===== src/rtl/vapf_pkg.sv =====
`timescale 1ns / 1ps
// ----------------------------------------------------------------------------
// vapf_pkg
// shared types, constants and helpers of the vehicle activity power monitor
// ----------------------------------------------------------------------------
package vapf_pkg;

  localparam int unsigned QUEUE_DEPTH = 2;

  localparam logic [15:0] AWAKE_MILLIVOLTS   = 16'd11500;
  localparam logic [7:0]  LOAD_THRESHOLD     = 8'd10;
  localparam logic [7:0]  THROTTLE_THRESHOLD = 8'd5;
  localparam logic [31:0] BOOT_SETTLE_MS     = 32'd1500;

  localparam logic [31:0] CAN_TIMEOUT_RST   = 32'd2000;
  localparam logic [31:0] OBD_TIMEOUT_RST   = 32'd3000;
  localparam logic [31:0] USER_TIMEOUT_RST  = 32'd5000;
  localparam logic [31:0] PARK_TIMEOUT_RST  = 32'd60000;
  localparam logic [31:0] SLEEP_DELAY_RST   = 32'd30000;
  localparam logic [13:0] RPM_THRESHOLD_RST = 14'd400;
  localparam logic [7:0]  SPEED_THRESH_RST  = 8'd3;
  localparam logic [1:0]  MODE_BITS_RST     = 2'd3;

  localparam int unsigned MODE_PM_EN = 0;
  localparam int unsigned MODE_SS_EN = 1;

  typedef enum logic [2:0] {
    CFG_CAN_TIMEOUT  = 3'd0,
    CFG_OBD_TIMEOUT  = 3'd1,
    CFG_USER_TIMEOUT = 3'd2,
    CFG_PARK_TIMEOUT = 3'd3,
    CFG_SLEEP_DELAY  = 3'd4,
    CFG_RPM_THRESH   = 3'd5,
    CFG_SPEED_THRESH = 3'd6,
    CFG_MODE_BITS    = 3'd7
  } cfg_idx_t;

  typedef enum logic [5:0] {
    VS_BOOTING   = 6'b000001,
    VS_RUNNING   = 6'b000010,
    VS_STARTSTOP = 6'b000100,
    VS_IDLE      = 6'b001000,
    VS_PARKED    = 6'b010000,
    VS_DSLEEP    = 6'b100000
  } vstate_t;

  typedef enum logic [1:0] {
    CMD_NONE   = 2'd0,
    CMD_SLEEP  = 2'd1,
    CMD_WAKEUP = 2'd2
  } pcmd_t;

  localparam logic [2:0] CODE_BOOTING   = 3'd0;
  localparam logic [2:0] CODE_RUNNING   = 3'd1;
  localparam logic [2:0] CODE_STARTSTOP = 3'd2;
  localparam logic [2:0] CODE_IDLE      = 3'd3;
  localparam logic [2:0] CODE_PARKED    = 3'd4;
  localparam logic [2:0] CODE_DSLEEP    = 3'd5;

  typedef struct packed {
    logic [31:0] can_timeout_ms;
    logic [31:0] obd_timeout_ms;
    logic [31:0] user_timeout_ms;
    logic [31:0] park_timeout_ms;
    logic [31:0] sleep_delay_ms;
    logic [13:0] rpm_threshold;
    logic [7:0]  speed_threshold;
    logic [1:0]  mode_bits;
  } cfg_t;

  typedef struct packed {
    logic can_active;
    logic obd_active;
    logic engine_on;
    logic is_moving;
    logic board_awake;
    logic user_active;
  } flags_t;

  // classified word handed from front to back
  typedef struct packed {
    logic [31:0] now_ms;
    vstate_t     sel;
    logic [4:0]  score;
    flags_t      flags;
  } cls_t;

  function automatic logic [2:0] state_code(vstate_t s);
    logic [2:0] c;
    case (s)
      VS_BOOTING:   c = CODE_BOOTING;
      VS_RUNNING:   c = CODE_RUNNING;
      VS_STARTSTOP: c = CODE_STARTSTOP;
      VS_IDLE:      c = CODE_IDLE;
      VS_PARKED:    c = CODE_PARKED;
      VS_DSLEEP:    c = CODE_DSLEEP;
      default:      c = CODE_BOOTING;
    endcase
    return c;
  endfunction

endpackage


===== src/rtl/vapf_in_if.sv =====
`timescale 1ns / 1ps
// ----------------------------------------------------------------------------
// vapf_in_if
// update tick channel: valid, ready and the tick word
// ----------------------------------------------------------------------------
interface vapf_in_if;
  logic        valid;
  logic        ready;
  logic [31:0] now_ms;
  logic [31:0] last_can_ms;
  logic [31:0] last_obd_ms;
  logic [31:0] last_user_ms;
  logic [31:0] boot_done_ms;
  logic [13:0] engine_rpm;
  logic [7:0]  speed_kph;
  logic [15:0] battery_mv;
  logic [7:0]  load_percent;
  logic [7:0]  throttle_percent;
  logic        sim_active;

  modport source (
    output valid, now_ms, last_can_ms, last_obd_ms, last_user_ms, boot_done_ms,
           engine_rpm, speed_kph, battery_mv, load_percent, throttle_percent,
           sim_active,
    input  ready
  );

  modport sink (
    input  valid, now_ms, last_can_ms, last_obd_ms, last_user_ms, boot_done_ms,
           engine_rpm, speed_kph, battery_mv, load_percent, throttle_percent,
           sim_active,
    output ready
  );
endinterface


===== src/rtl/vapf_out_if.sv =====
`timescale 1ns / 1ps
// ----------------------------------------------------------------------------
// vapf_out_if
// result channel: valid, ready and the status word
// ----------------------------------------------------------------------------
interface vapf_out_if;
  logic        valid;
  logic        ready;
  logic [2:0]  vehicle_state;
  logic [1:0]  power_command;
  logic [4:0]  activity_score;
  logic        can_active;
  logic        obd_active;
  logic        engine_on;
  logic        is_moving;
  logic        board_awake;
  logic        user_active;
  logic [31:0] idle_since_ms;
  logic [31:0] parked_since_ms;
  logic [31:0] sleep_due_ms;

  modport source (
    output valid, vehicle_state, power_command, activity_score, can_active,
           obd_active, engine_on, is_moving, board_awake, user_active,
           idle_since_ms, parked_since_ms, sleep_due_ms,
    input  ready
  );

  modport sink (
    input  valid, vehicle_state, power_command, activity_score, can_active,
           obd_active, engine_on, is_moving, board_awake, user_active,
           idle_since_ms, parked_since_ms, sleep_due_ms,
    output ready
  );
endinterface


===== src/rtl/vehicle_activity_power_fsm_core.sv =====
`timescale 1ns / 1ps
// ----------------------------------------------------------------------------
// vehicle_activity_power_fsm_core
// vehicle activity monitor and power state selector, one word per tick
// ----------------------------------------------------------------------------
// usage:
//   in_ch carries one tick word (time, last activity times, boot time and
//   vehicle readings); out_ch returns one status word per tick: vehicle
//   state, power command, activity flags, score and idle/park timestamps.
//   cfg_we/cfg_idx/cfg_wdata write the eight settings; write only while idle.
// path: out_ch.valid rises once an accepted word has passed the queue and the
//   state update has loaded it into the output register.
// throughput: one word per cycle while out_ch.ready is high; the state register
//   update in the back end is the loop that sets it.
// reset: state returns to booting, timestamps to zero, settings to their
//   defaults, queue and output register empty.
// stall: while out_ch.ready is low the output holds; the queue absorbs
//   QUEUE_DEPTH more words, then in_ch.ready drops.
// ----------------------------------------------------------------------------
module vehicle_activity_power_fsm_core #(
  parameter int unsigned QUEUE_DEPTH = vapf_pkg::QUEUE_DEPTH
) (
  input  logic        clk,
  input  logic        rst_n,
  vapf_in_if.sink     in_ch,
  vapf_out_if.source  out_ch,
  input  logic        cfg_we,
  input  logic [2:0]  cfg_idx,
  input  logic [31:0] cfg_wdata
);

  vapf_pkg::cfg_t cfg_r;
  vapf_pkg::cls_t push_data, head_data;
  logic           q_ready, q_push, head_valid, pop;

  always_ff @(posedge clk) begin
    if (!rst_n) begin
      cfg_r.can_timeout_ms  <= vapf_pkg::CAN_TIMEOUT_RST;
      cfg_r.obd_timeout_ms  <= vapf_pkg::OBD_TIMEOUT_RST;
      cfg_r.user_timeout_ms <= vapf_pkg::USER_TIMEOUT_RST;
      cfg_r.park_timeout_ms <= vapf_pkg::PARK_TIMEOUT_RST;
      cfg_r.sleep_delay_ms  <= vapf_pkg::SLEEP_DELAY_RST;
      cfg_r.rpm_threshold   <= vapf_pkg::RPM_THRESHOLD_RST;
      cfg_r.speed_threshold <= vapf_pkg::SPEED_THRESH_RST;
      cfg_r.mode_bits       <= vapf_pkg::MODE_BITS_RST;
    end else if (cfg_we) begin
      case (vapf_pkg::cfg_idx_t'(cfg_idx))
        vapf_pkg::CFG_CAN_TIMEOUT:  cfg_r.can_timeout_ms  <= cfg_wdata;
        vapf_pkg::CFG_OBD_TIMEOUT:  cfg_r.obd_timeout_ms  <= cfg_wdata;
        vapf_pkg::CFG_USER_TIMEOUT: cfg_r.user_timeout_ms <= cfg_wdata;
        vapf_pkg::CFG_PARK_TIMEOUT: cfg_r.park_timeout_ms <= cfg_wdata;
        vapf_pkg::CFG_SLEEP_DELAY:  cfg_r.sleep_delay_ms  <= cfg_wdata;
        vapf_pkg::CFG_RPM_THRESH:   cfg_r.rpm_threshold   <= cfg_wdata[13:0];
        vapf_pkg::CFG_SPEED_THRESH: cfg_r.speed_threshold <= cfg_wdata[7:0];
        vapf_pkg::CFG_MODE_BITS:    cfg_r.mode_bits       <= cfg_wdata[1:0];
        default: begin
        end
      endcase
    end
  end

  vapf_front u_front (
    .in_ch   (in_ch),
    .cfg     (cfg_r),
    .q_ready (q_ready),
    .q_push  (q_push),
    .q_data  (push_data)
  );

  vapf_queue #(
    .DEPTH (QUEUE_DEPTH)
  ) u_queue (
    .clk        (clk),
    .rst_n      (rst_n),
    .push       (q_push),
    .push_data  (push_data),
    .ready      (q_ready),
    .pop        (pop),
    .head_valid (head_valid),
    .head_data  (head_data)
  );

  vapf_back u_back (
    .clk        (clk),
    .rst_n      (rst_n),
    .cfg        (cfg_r),
    .head_valid (head_valid),
    .head_data  (head_data),
    .pop        (pop),
    .out_ch     (out_ch)
  );

endmodule


===== src/rtl/vapf_front.sv =====
`timescale 1ns / 1ps
// ----------------------------------------------------------------------------
// vapf_front
// accepts tick words, derives activity flags, score and candidate state
// ----------------------------------------------------------------------------
module vapf_front (
  vapf_in_if.sink       in_ch,
  input  vapf_pkg::cfg_t cfg,
  input  logic          q_ready,
  output logic          q_push,
  output vapf_pkg::cls_t q_data
);

  function automatic logic seen_within(logic [31:0] now, logic [31:0] last,
                                       logic [31:0] limit);
    logic [31:0] age;
    age = now - last;
    return (last != 32'd0) && (now >= last) && (age <= limit);
  endfunction

  logic           can_on, obd_on, eng, mov, awake, user, load_hi, thr_hi;
  logic [31:0]    boot_age, can_age, obd_age;
  logic           booting, park_elapsed;
  vapf_pkg::vstate_t sel;

  assign in_ch.ready = q_ready;
  assign q_push      = in_ch.valid & q_ready;

  assign can_on  = seen_within(in_ch.now_ms, in_ch.last_can_ms, cfg.can_timeout_ms);
  assign obd_on  = seen_within(in_ch.now_ms, in_ch.last_obd_ms, cfg.obd_timeout_ms);
  assign user    = seen_within(in_ch.now_ms, in_ch.last_user_ms, cfg.user_timeout_ms);
  assign eng     = in_ch.engine_rpm >= cfg.rpm_threshold;
  assign mov     = in_ch.speed_kph >= cfg.speed_threshold;
  assign awake   = in_ch.battery_mv >= vapf_pkg::AWAKE_MILLIVOLTS;
  assign load_hi = in_ch.load_percent >= vapf_pkg::LOAD_THRESHOLD;
  assign thr_hi  = in_ch.throttle_percent >= vapf_pkg::THROTTLE_THRESHOLD;

  assign boot_age = in_ch.now_ms - in_ch.boot_done_ms;
  assign can_age  = in_ch.now_ms - in_ch.last_can_ms;
  assign obd_age  = in_ch.now_ms - in_ch.last_obd_ms;
  assign booting  = (in_ch.boot_done_ms == 32'd0) || (boot_age < vapf_pkg::BOOT_SETTLE_MS);
  assign park_elapsed = !can_on && !obd_on && (in_ch.last_can_ms != 32'd0) &&
                        (in_ch.last_obd_ms != 32'd0) &&
                        (can_age >= cfg.park_timeout_ms) && (obd_age >= cfg.park_timeout_ms);

  always_comb begin
    q_data.now_ms = in_ch.now_ms;
    q_data.score  = (can_on ? 5'd5 : 5'd0) + (obd_on ? 5'd5 : 5'd0) +
                    (eng ? 5'd3 : 5'd0) + (mov ? 5'd3 : 5'd0) +
                    (load_hi ? 5'd2 : 5'd0) + (thr_hi ? 5'd2 : 5'd0) +
                    (awake ? 5'd2 : 5'd0) + (user ? 5'd1 : 5'd0) +
                    (in_ch.sim_active ? 5'd5 : 5'd0);
    q_data.flags.can_active  = can_on;
    q_data.flags.obd_active  = obd_on;
    q_data.flags.engine_on   = eng;
    q_data.flags.is_moving   = mov;
    q_data.flags.board_awake = awake;
    q_data.flags.user_active = user;

    if (!cfg.mode_bits[vapf_pkg::MODE_PM_EN]) begin
      sel = vapf_pkg::VS_RUNNING;
    end else if (booting) begin
      sel = vapf_pkg::VS_BOOTING;
    end else if (eng || mov) begin
      sel = vapf_pkg::VS_RUNNING;
    end else if (park_elapsed && !in_ch.sim_active) begin
      sel = vapf_pkg::VS_PARKED;
    end else if (cfg.mode_bits[vapf_pkg::MODE_SS_EN] && can_on && obd_on && awake) begin
      sel = vapf_pkg::VS_STARTSTOP;
    end else if (can_on || obd_on || awake || user) begin
      sel = vapf_pkg::VS_IDLE;
    end else if (q_data.score == 5'd0) begin
      sel = vapf_pkg::VS_PARKED;
    end else begin
      sel = vapf_pkg::VS_IDLE;
    end
    q_data.sel = sel;
  end

endmodule


===== src/rtl/vapf_queue.sv =====
`timescale 1ns / 1ps
// ----------------------------------------------------------------------------
// vapf_queue
// short first-in first-out queue of classified words between front and back
// ----------------------------------------------------------------------------
module vapf_queue #(
  parameter int unsigned DEPTH = vapf_pkg::QUEUE_DEPTH
) (
  input  logic           clk,
  input  logic           rst_n,
  input  logic           push,
  input  vapf_pkg::cls_t push_data,
  output logic           ready,
  input  logic           pop,
  output logic           head_valid,
  output vapf_pkg::cls_t head_data
);

  localparam int unsigned PW = (DEPTH > 1) ? $clog2(DEPTH) : 1;
  localparam int unsigned CW = $clog2(DEPTH + 1);

  vapf_pkg::cls_t q_r [DEPTH];
  logic [PW-1:0]  wr_ptr_r, wr_ptr_nxt, rd_ptr_r, rd_ptr_nxt;
  logic [CW-1:0]  count_r, count_nxt;

  assign ready      = count_r != CW'(DEPTH);
  assign head_valid = count_r != '0;
  assign head_data  = q_r[rd_ptr_r];

  always_comb begin
    wr_ptr_nxt = wr_ptr_r;
    rd_ptr_nxt = rd_ptr_r;
    count_nxt  = count_r;
    if (push) begin
      wr_ptr_nxt = (wr_ptr_r == PW'(DEPTH - 1)) ? '0 : wr_ptr_r + 1'b1;
    end
    if (pop) begin
      rd_ptr_nxt = (rd_ptr_r == PW'(DEPTH - 1)) ? '0 : rd_ptr_r + 1'b1;
    end
    if (push && !pop) begin
      count_nxt = count_r + 1'b1;
    end else if (pop && !push) begin
      count_nxt = count_r - 1'b1;
    end
  end

  always_ff @(posedge clk) begin
    if (!rst_n) begin
      wr_ptr_r <= '0;
      rd_ptr_r <= '0;
      count_r  <= '0;
    end else begin
      wr_ptr_r <= wr_ptr_nxt;
      rd_ptr_r <= rd_ptr_nxt;
      count_r  <= count_nxt;
    end
  end

  always_ff @(posedge clk) begin
    if (push) begin
      q_r[wr_ptr_r] <= push_data;
    end
  end

`ifndef ASSERT_OFF
  a_count_bound: assert property (@(posedge clk) disable iff (!rst_n)
    count_r <= CW'(DEPTH))
    else $error("queue fill count above depth");
`endif

endmodule


===== src/rtl/vapf_back.sv =====
`timescale 1ns / 1ps
// ----------------------------------------------------------------------------
// vapf_back
// applies the state transition, timestamps and power command per word
// ----------------------------------------------------------------------------
module vapf_back (
  input  logic           clk,
  input  logic           rst_n,
  input  vapf_pkg::cfg_t cfg,
  input  logic           head_valid,
  input  vapf_pkg::cls_t head_data,
  output logic           pop,
  vapf_out_if.source     out_ch
);

  vapf_pkg::vstate_t prev_r, fin;
  logic [31:0]       idle_r, idle_nxt, park_r, park_nxt, dl_r, dl_nxt;
  logic              out_valid_r;
  vapf_pkg::pcmd_t   cmd_r, cmd;
  logic [4:0]        score_r;
  vapf_pkg::flags_t  flags_r;
  logic              prev_park, prev_sleep, fin_awake;

  assign pop = head_valid && (!out_valid_r || out_ch.ready);

  always_comb begin
    idle_nxt = idle_r;
    park_nxt = park_r;
    dl_nxt   = dl_r;
    if (head_data.sel == vapf_pkg::VS_IDLE && prev_r != vapf_pkg::VS_IDLE) begin
      idle_nxt = head_data.now_ms;
    end
    if (head_data.sel == vapf_pkg::VS_PARKED) begin
      if (prev_r != vapf_pkg::VS_PARKED) begin
        park_nxt = head_data.now_ms;
        dl_nxt   = head_data.now_ms + cfg.sleep_delay_ms;
      end
    end else begin
      park_nxt = 32'd0;
      dl_nxt   = 32'd0;
    end

    fin = head_data.sel;
    if (head_data.sel == vapf_pkg::VS_PARKED && dl_nxt != 32'd0 &&
        head_data.now_ms >= dl_nxt) begin
      fin = vapf_pkg::VS_DSLEEP;
    end

    prev_park  = prev_r == vapf_pkg::VS_PARKED;
    prev_sleep = prev_r == vapf_pkg::VS_DSLEEP;
    fin_awake  = fin == vapf_pkg::VS_RUNNING || fin == vapf_pkg::VS_STARTSTOP ||
                 fin == vapf_pkg::VS_IDLE;
    if (fin == vapf_pkg::VS_DSLEEP && !prev_sleep) begin
      cmd = vapf_pkg::CMD_SLEEP;
    end else if (prev_sleep && fin != vapf_pkg::VS_DSLEEP) begin
      cmd = vapf_pkg::CMD_WAKEUP;
    end else if (prev_park && fin_awake) begin
      cmd = vapf_pkg::CMD_WAKEUP;
    end else begin
      cmd = vapf_pkg::CMD_NONE;
    end
  end

  always_ff @(posedge clk) begin
    if (!rst_n) begin
      prev_r      <= vapf_pkg::VS_BOOTING;
      idle_r      <= 32'd0;
      park_r      <= 32'd0;
      dl_r        <= 32'd0;
      out_valid_r <= 1'b0;
    end else begin
      if (pop) begin
        prev_r      <= fin;
        idle_r      <= idle_nxt;
        park_r      <= park_nxt;
        dl_r        <= dl_nxt;
        out_valid_r <= 1'b1;
      end else if (out_ch.ready) begin
        out_valid_r <= 1'b0;
      end
    end
  end

  always_ff @(posedge clk) begin
    if (pop) begin
      cmd_r   <= cmd;
      score_r <= head_data.score;
      flags_r <= head_data.flags;
    end
  end

  assign out_ch.valid           = out_valid_r;
  assign out_ch.vehicle_state   = vapf_pkg::state_code(prev_r);
  assign out_ch.power_command   = cmd_r;
  assign out_ch.activity_score  = score_r;
  assign out_ch.can_active      = flags_r.can_active;
  assign out_ch.obd_active      = flags_r.obd_active;
  assign out_ch.engine_on       = flags_r.engine_on;
  assign out_ch.is_moving       = flags_r.is_moving;
  assign out_ch.board_awake     = flags_r.board_awake;
  assign out_ch.user_active     = flags_r.user_active;
  assign out_ch.idle_since_ms   = idle_r;
  assign out_ch.parked_since_ms = park_r;
  assign out_ch.sleep_due_ms    = dl_r;

`ifndef ASSERT_OFF
  a_park_cleared: assert property (@(posedge clk) disable iff (!rst_n)
    (prev_r != vapf_pkg::VS_PARKED && prev_r != vapf_pkg::VS_DSLEEP) |->
      (park_r == 32'd0 && dl_r == 32'd0))
    else $error("park timestamps set outside parked states");
`endif

`ifndef ASSERT_OFF
  a_sleep_cmd: assert property (@(posedge clk) disable iff (!rst_n)
    (out_valid_r && cmd_r == vapf_pkg::CMD_SLEEP) |-> prev_r == vapf_pkg::VS_DSLEEP)
    else $error("sleep command without display sleep state");
`endif

`ifndef ASSERT_OFF
  a_pop_fills: assert property (@(posedge clk) disable iff (!rst_n)
    pop |=> out_valid_r)
    else $error("popped word did not reach output register");
`endif

endmodule


===== src/flat_wrapper.sv =====
// flat-port wrapper written by rule: the top's interface ports become plain ports
module vehicle_activity_power_fsm_core_flat 
#(
  parameter int unsigned QUEUE_DEPTH = vapf_pkg::QUEUE_DEPTH
)
  (clk, rst_n, cfg_we, cfg_idx, cfg_wdata, in_ch_valid, in_ch_now_ms, in_ch_last_can_ms, in_ch_last_obd_ms, in_ch_last_user_ms, in_ch_boot_done_ms, in_ch_engine_rpm, in_ch_speed_kph, in_ch_battery_mv, in_ch_load_percent, in_ch_throttle_percent, in_ch_sim_active, in_ch_ready, out_ch_valid, out_ch_vehicle_state, out_ch_power_command, out_ch_activity_score, out_ch_can_active, out_ch_obd_active, out_ch_engine_on, out_ch_is_moving, out_ch_board_awake, out_ch_user_active, out_ch_idle_since_ms, out_ch_parked_since_ms, out_ch_sleep_due_ms, out_ch_ready);
  vapf_in_if in_ch_i ();
  vapf_out_if out_ch_i ();
  input  logic clk;
  input  logic rst_n;
  input  logic cfg_we;
  input  logic [2:0] cfg_idx;
  input  logic [31:0] cfg_wdata;
  input wire logic [$bits(in_ch_i.valid)-1:0] in_ch_valid;
  input wire logic [$bits(in_ch_i.now_ms)-1:0] in_ch_now_ms;
  input wire logic [$bits(in_ch_i.last_can_ms)-1:0] in_ch_last_can_ms;
  input wire logic [$bits(in_ch_i.last_obd_ms)-1:0] in_ch_last_obd_ms;
  input wire logic [$bits(in_ch_i.last_user_ms)-1:0] in_ch_last_user_ms;
  input wire logic [$bits(in_ch_i.boot_done_ms)-1:0] in_ch_boot_done_ms;
  input wire logic [$bits(in_ch_i.engine_rpm)-1:0] in_ch_engine_rpm;
  input wire logic [$bits(in_ch_i.speed_kph)-1:0] in_ch_speed_kph;
  input wire logic [$bits(in_ch_i.battery_mv)-1:0] in_ch_battery_mv;
  input wire logic [$bits(in_ch_i.load_percent)-1:0] in_ch_load_percent;
  input wire logic [$bits(in_ch_i.throttle_percent)-1:0] in_ch_throttle_percent;
  input wire logic [$bits(in_ch_i.sim_active)-1:0] in_ch_sim_active;
  output wire logic [$bits(in_ch_i.ready)-1:0] in_ch_ready;
  output wire logic [$bits(out_ch_i.valid)-1:0] out_ch_valid;
  output wire logic [$bits(out_ch_i.vehicle_state)-1:0] out_ch_vehicle_state;
  output wire logic [$bits(out_ch_i.power_command)-1:0] out_ch_power_command;
  output wire logic [$bits(out_ch_i.activity_score)-1:0] out_ch_activity_score;
  output wire logic [$bits(out_ch_i.can_active)-1:0] out_ch_can_active;
  output wire logic [$bits(out_ch_i.obd_active)-1:0] out_ch_obd_active;
  output wire logic [$bits(out_ch_i.engine_on)-1:0] out_ch_engine_on;
  output wire logic [$bits(out_ch_i.is_moving)-1:0] out_ch_is_moving;
  output wire logic [$bits(out_ch_i.board_awake)-1:0] out_ch_board_awake;
  output wire logic [$bits(out_ch_i.user_active)-1:0] out_ch_user_active;
  output wire logic [$bits(out_ch_i.idle_since_ms)-1:0] out_ch_idle_since_ms;
  output wire logic [$bits(out_ch_i.parked_since_ms)-1:0] out_ch_parked_since_ms;
  output wire logic [$bits(out_ch_i.sleep_due_ms)-1:0] out_ch_sleep_due_ms;
  input wire logic [$bits(out_ch_i.ready)-1:0] out_ch_ready;
  assign in_ch_i.valid = in_ch_valid;
  assign in_ch_i.now_ms = in_ch_now_ms;
  assign in_ch_i.last_can_ms = in_ch_last_can_ms;
  assign in_ch_i.last_obd_ms = in_ch_last_obd_ms;
  assign in_ch_i.last_user_ms = in_ch_last_user_ms;
  assign in_ch_i.boot_done_ms = in_ch_boot_done_ms;
  assign in_ch_i.engine_rpm = in_ch_engine_rpm;
  assign in_ch_i.speed_kph = in_ch_speed_kph;
  assign in_ch_i.battery_mv = in_ch_battery_mv;
  assign in_ch_i.load_percent = in_ch_load_percent;
  assign in_ch_i.throttle_percent = in_ch_throttle_percent;
  assign in_ch_i.sim_active = in_ch_sim_active;
  assign in_ch_ready = in_ch_i.ready;
  assign out_ch_valid = out_ch_i.valid;
  assign out_ch_vehicle_state = out_ch_i.vehicle_state;
  assign out_ch_power_command = out_ch_i.power_command;
  assign out_ch_activity_score = out_ch_i.activity_score;
  assign out_ch_can_active = out_ch_i.can_active;
  assign out_ch_obd_active = out_ch_i.obd_active;
  assign out_ch_engine_on = out_ch_i.engine_on;
  assign out_ch_is_moving = out_ch_i.is_moving;
  assign out_ch_board_awake = out_ch_i.board_awake;
  assign out_ch_user_active = out_ch_i.user_active;
  assign out_ch_idle_since_ms = out_ch_i.idle_since_ms;
  assign out_ch_parked_since_ms = out_ch_i.parked_since_ms;
  assign out_ch_sleep_due_ms = out_ch_i.sleep_due_ms;
  assign out_ch_i.ready = out_ch_ready;
  vehicle_activity_power_fsm_core #(.QUEUE_DEPTH(QUEUE_DEPTH)) u_core (.clk(clk), .rst_n(rst_n), .in_ch(in_ch_i), .out_ch(out_ch_i), .cfg_we(cfg_we), .cfg_idx(cfg_idx), .cfg_wdata(cfg_wdata));
endmodule

===== config.mk =====
export PLATFORM = sky130hd
export DESIGN_NAME = vehicle_activity_power_fsm_core_flat
export DESIGN_NICKNAME = d
export VERILOG_FILES = /design/src/rtl/vapf_pkg.sv /design/src/rtl/vapf_in_if.sv /design/src/rtl/vapf_out_if.sv /design/src/rtl/vehicle_activity_power_fsm_core.sv /design/src/rtl/vapf_front.sv /design/src/rtl/vapf_queue.sv /design/src/rtl/vapf_back.sv /design/src/flat_wrapper.sv
export SDC_FILE = /design/constraint.sdc
export NUM_CORES = 1
export LEC_CHECK = 0
export BUFFER_PORTS_ARGS = -buffer_cell sky130_fd_sc_hd__buf_2
export CAP_MARGIN = 20
export CORE_MARGIN = 2
export CORE_UTILIZATION = 60
export DETAILED_ROUTE_END_ITERATION = 8
export PLACE_DENSITY = 0.9
export SETUP_SLACK_MARGIN = 0.05
export SYNTH_ARGS = -nofsm -noshare
export SYNTH_HDL_FRONTEND = slang
export SYNTH_SLANG_ARGS = --single-unit
export TNS_END_PERCENT = 10

===== constraint.sdc =====
create_clock -name clk -period 22.9 [get_ports clk]
set_input_delay 2.29 -clock clk [delete_from_list [all_inputs] [get_ports clk]]
set_output_delay 2.29 -clock clk [all_outputs]
set_load 0.01 [all_outputs]

==> metrics.md <==
| Metric | Value |
|---|---|
| Status | `complete, no violations` |
| Number of global-route vias before repair | `25500` |
| Drt first pass iters | `6` |
| Longest Clk Path Bufs | `3` |
| Unique masters post-synth | `82` |
| Most used cell, CP | `a21oi_1` |
| LEAKAGE | `0.0146 uW` |
| Hold Path Class | `reg -> reg` |
| Via count | `between 20000 and 30000` |
| First-pass GRT wire length | `roughly 140 mm` |
| Sw Share | `37.4%` |
| Worst Tran Pin Value | `1.13 ns` |
| Gpl congestion | `just over 1` |
| Worst VDD drop | `0.0631 mV` |
| Period utilization | `48.2%` |
| Cells after Synth | `3437` |
| Combinational share of power | `38.4%` |
| Reg power frac | `approximately a third` |
| CTS Buf Count | `42` |
| # rows | `80` |
| Power Dens Cells | `78.7 mW/mm^2` |
| Kind of critical path | `in -> reg` |
| Hold_buf cts | `0` |
| Full die area | `approximately 0.050 mm^2` |
| Clock skew | `0.0403 ns` |
| Share of layout cells above drive strength 1 | `14.1%` |
| Clock-pin slew on the worst setup and hold paths | `around 0.060 ns` |
| F_max | `90.6 MHz` |
| Synthesized flop and latch total | `401` |
| Die Width | `223 um` |
| CTS root buf | `clkbuf_16` |
| Pin count of the biggest net entering global routing | `95` |
| Setup crit start kind | `primary input` |
| Cell Area, Synth | `0.0287 mm^2` |
| Placed Cells | `roughly 4300` |
| GRT Overall Usage | `37.0%` |
| RSZ-0062 raised after global routing | `no` |
| Avg WL per Cell | `21.5 um` |
| Post-synth EDFFs | `109` |
| Dpl hpwl | `roughly 73 mm` |
| Post-CTS Setup Bufs | `0` |
| Setup_tns | `0 ns` |
| Final setup fails | `0` |
| Syn avg cell area | `around 8.3 um^2` |
| Crit path max fanout | `9` |
| Clock Sinks | `roughly 400` |
| Ys flop type | `dfxtp_1` |
| Initial antenna violation count | `4` |
| CP required | `between 20 and 25 ns` |
| Maxcap violations | `0` |
| Worst-Skew Late Latency | `0.58 ns` |
| CTS H-Tree Depth | `2` |
| Vias per cell | `6.26` |
| Rel. slew slack | `around a quarter` |
| End-of-flow core utilization | `68.5%` |
| Nets | `between 4000 and 5000` |
| Initial drt markers | `2771` |
| Crit-path slowest cell | `nor4_2` |
| CTS tree | `yes` |
| Final slew viol count | `0` |
| Fillers | `3898` |
| Gr ovfl total | `0` |
| Buffers on Ports | `365` |
| Biggest cell delay along the critical path | `0.78 ns` |
| Min Tclk post-route | `11.04 ns` |
| Async set-reset flop share out of synthesis | `0%` |
| WP data arrival | `11.45 ns` |
| Core footprint | `0.0474 mm^2` |
| IO Count | `369` |
| Fin cells | `roughly 4400` |
| Die height | `223 um` |
| # resized after CTS | `0` |
| Internal | `1600 uW` |
| Synth Warn # | `0` |
| Initial Util | `60.4%` |
| Clock share of power | `27.5%` |
| Drt total wl | `94.7 mm` |
| Final hold vios | `0` |
| Area grow syn2layout | `13.4%` |
| CP endpoint kind | `flop` |
| Routed Antenna Nets | `0` |
| Synthesized net count | `~4100` |
| Psw | `955 uW` |
| Sequential element share of the synthesized area | `31.8%` |
| DR DRC count | `0` |
==> synth_stat cells, types with 38 or more instances <==
cell type / n / share of area [%]
nor4_1: 45 / 0.98
nand2_1: 454 / 5.9
xnor2_1: 84 / 2.6
a21oi_1: 345 / 6.0
nor2b_1: 38 / 0.83
nand3_1: 66 / 1.2
nor3_1: 49 / 0.86
o211ai_1: 50 / 1.3
o21ai_0: 106 / 1.9
ha_1: 380 / 17
mux2_2: 42 / 1.6
a211oi_1: 53 / 1.4
edfxtp_1: 109 / 11
xor2_1: 51 / 1.6
mux2i_1: 44 / 1.5
dfxtp_1: 292 / 20
a22oi_1: 43 / 1.1
inv_1: 334 / 4.4
nor2_1: 221 / 2.9
nand4_1: 65 / 1.4
a21o_1: 133 / 3.5
clkbuf_1: 106 / 1.4
==> path summary, 6_finish.rpt <==
kind | from | end | slack (ns) | depth (start not counted)
setup / recovery | in_ch_now_ms[1] | u_core.u_queue.q_r[1][15] | 11.86 | 33
hold / removal | u_core.cfg_r[157] | u_core.cfg_r[157] | 0.45 | 2
setup reg to reg | u_core.cfg_r[161] | u_core.u_queue.q_r[1][15] | 16.09 | 23
hold reg to reg | u_core.cfg_r[157] | u_core.cfg_r[157] | 0.45 | 2
==> cell families after synthesis <==
logic type      share of synthesized area, %
simple gates                            17.0
compound gates                          20.7
buf+inv                                 5.87
flops                                   31.8
fa+ha+maj                               17.4
xor+xnor                                4.12
mux                                     3.19
==> layout make-up <==
class / instances / area (um^2) / area share (%)
Timing Repair Buffer: 385 / 2000 / 6.17
Multi-Input combinational cell: 2589 / 17900 / 55.2
Clock inverter: 17 / 200 / 0.616
Tap cell: 615 / 769 / 2.37
Sequential cell: 401 / 9120 / 28.1
Antenna cell: 1 / 2.50 / 0.00770
Inverter: 335 / 1260 / 3.88
Clock buffer: 59 / 1210 / 3.72
==> per-stage QoR <==
stage / area, um^2 / total power, uW / hold WS, ns / worst slack, ns
finish: 32500 / 2560 / 0.454 / 11.86
global route: 32500 / 2680 / 0.469 / 11.31
CTS: 32500 / 2540 / 0.454 / 11.99
detailed placement: 31000 / 1840 / 0.446 / 11.45
floorplan: 28700 / 1530 / 0.436 / 12.88
global placement: 31000 / 1800 / 0.441 / 11.50
==> registers in the layout, indices dropped and copies added (netlist names), 2 cells and up, named ones only <==
signal	count
u_core.u_back.out_ch.idle_since_ms	32
u_core.u_queue.q_r	96
u_core.u_back.out_ch.power_command	2
u_core.u_back.prev_r	6
u_core.u_back.out_ch.activity_score	5
u_core.u_queue.count_r	2
u_core.cfg_r	184
u_core.u_back.out_ch.parked_since_ms	32
u_core.u_back.out_ch.sleep_due_ms	32
==> power groups by stage <==
| stage | clock, uW | combinational, uW | sequential (uW) |
|---|---|---|---|
| floorplan | 0 | 637 | 888 |
| global placement | 0 | 921 | 881 |
| finish | 702 | 982 | 873 |
| detailed placement | 0 | 949 | 886 |
| CTS | 708 | 958 | 872 |
| global route | 733 | 1070 | 880 |
==> critical path: cells and delay by family <==
kind	cells	cell delay [ns]
AOI/OAI and AO/OA	15	3.36
xor gates and xnor gates	2	0.46
adders and majority gates	7	2.60
buffers and inverters	3	0.48
and+or+nand+nor	6	2.24
==> layer usage <==
layer	part of all wire, %	track usage (%)	vias to the layer above	wire length (um)
met2	44	58.3	1433	41600
met4	5.7	18.9	6	5400
met1	41	48.9	12800	38400
met5	0.032	0	-	30
met3	9.8	6.31	324	9230
li1	-	-	13000	-
==> layout by cell type, fill, tap and decap left out, drive strengths merged, types with 12 or more instances in the layout <==
cell type    n
buf        385
ha         380
a21o       133
o21ai      114
o21bai      23
nand2      454
nor3        50
xnor2       84
o21a        22
nor2b       38
and2        12
nand2b      25
a21oi      346
nand4       65
o31ai       13
mux2        42
nor2       221
dfxtp      292
a31oi       23
nor4        46
clkbuf      59
edfxtp     109
a211oi      54
a22oi       44
and3        21
inv        338
xor2        51
nand3       67
mux2i       44
o211ai      50
Note: power is estimated with default switching activity, not from simulation.
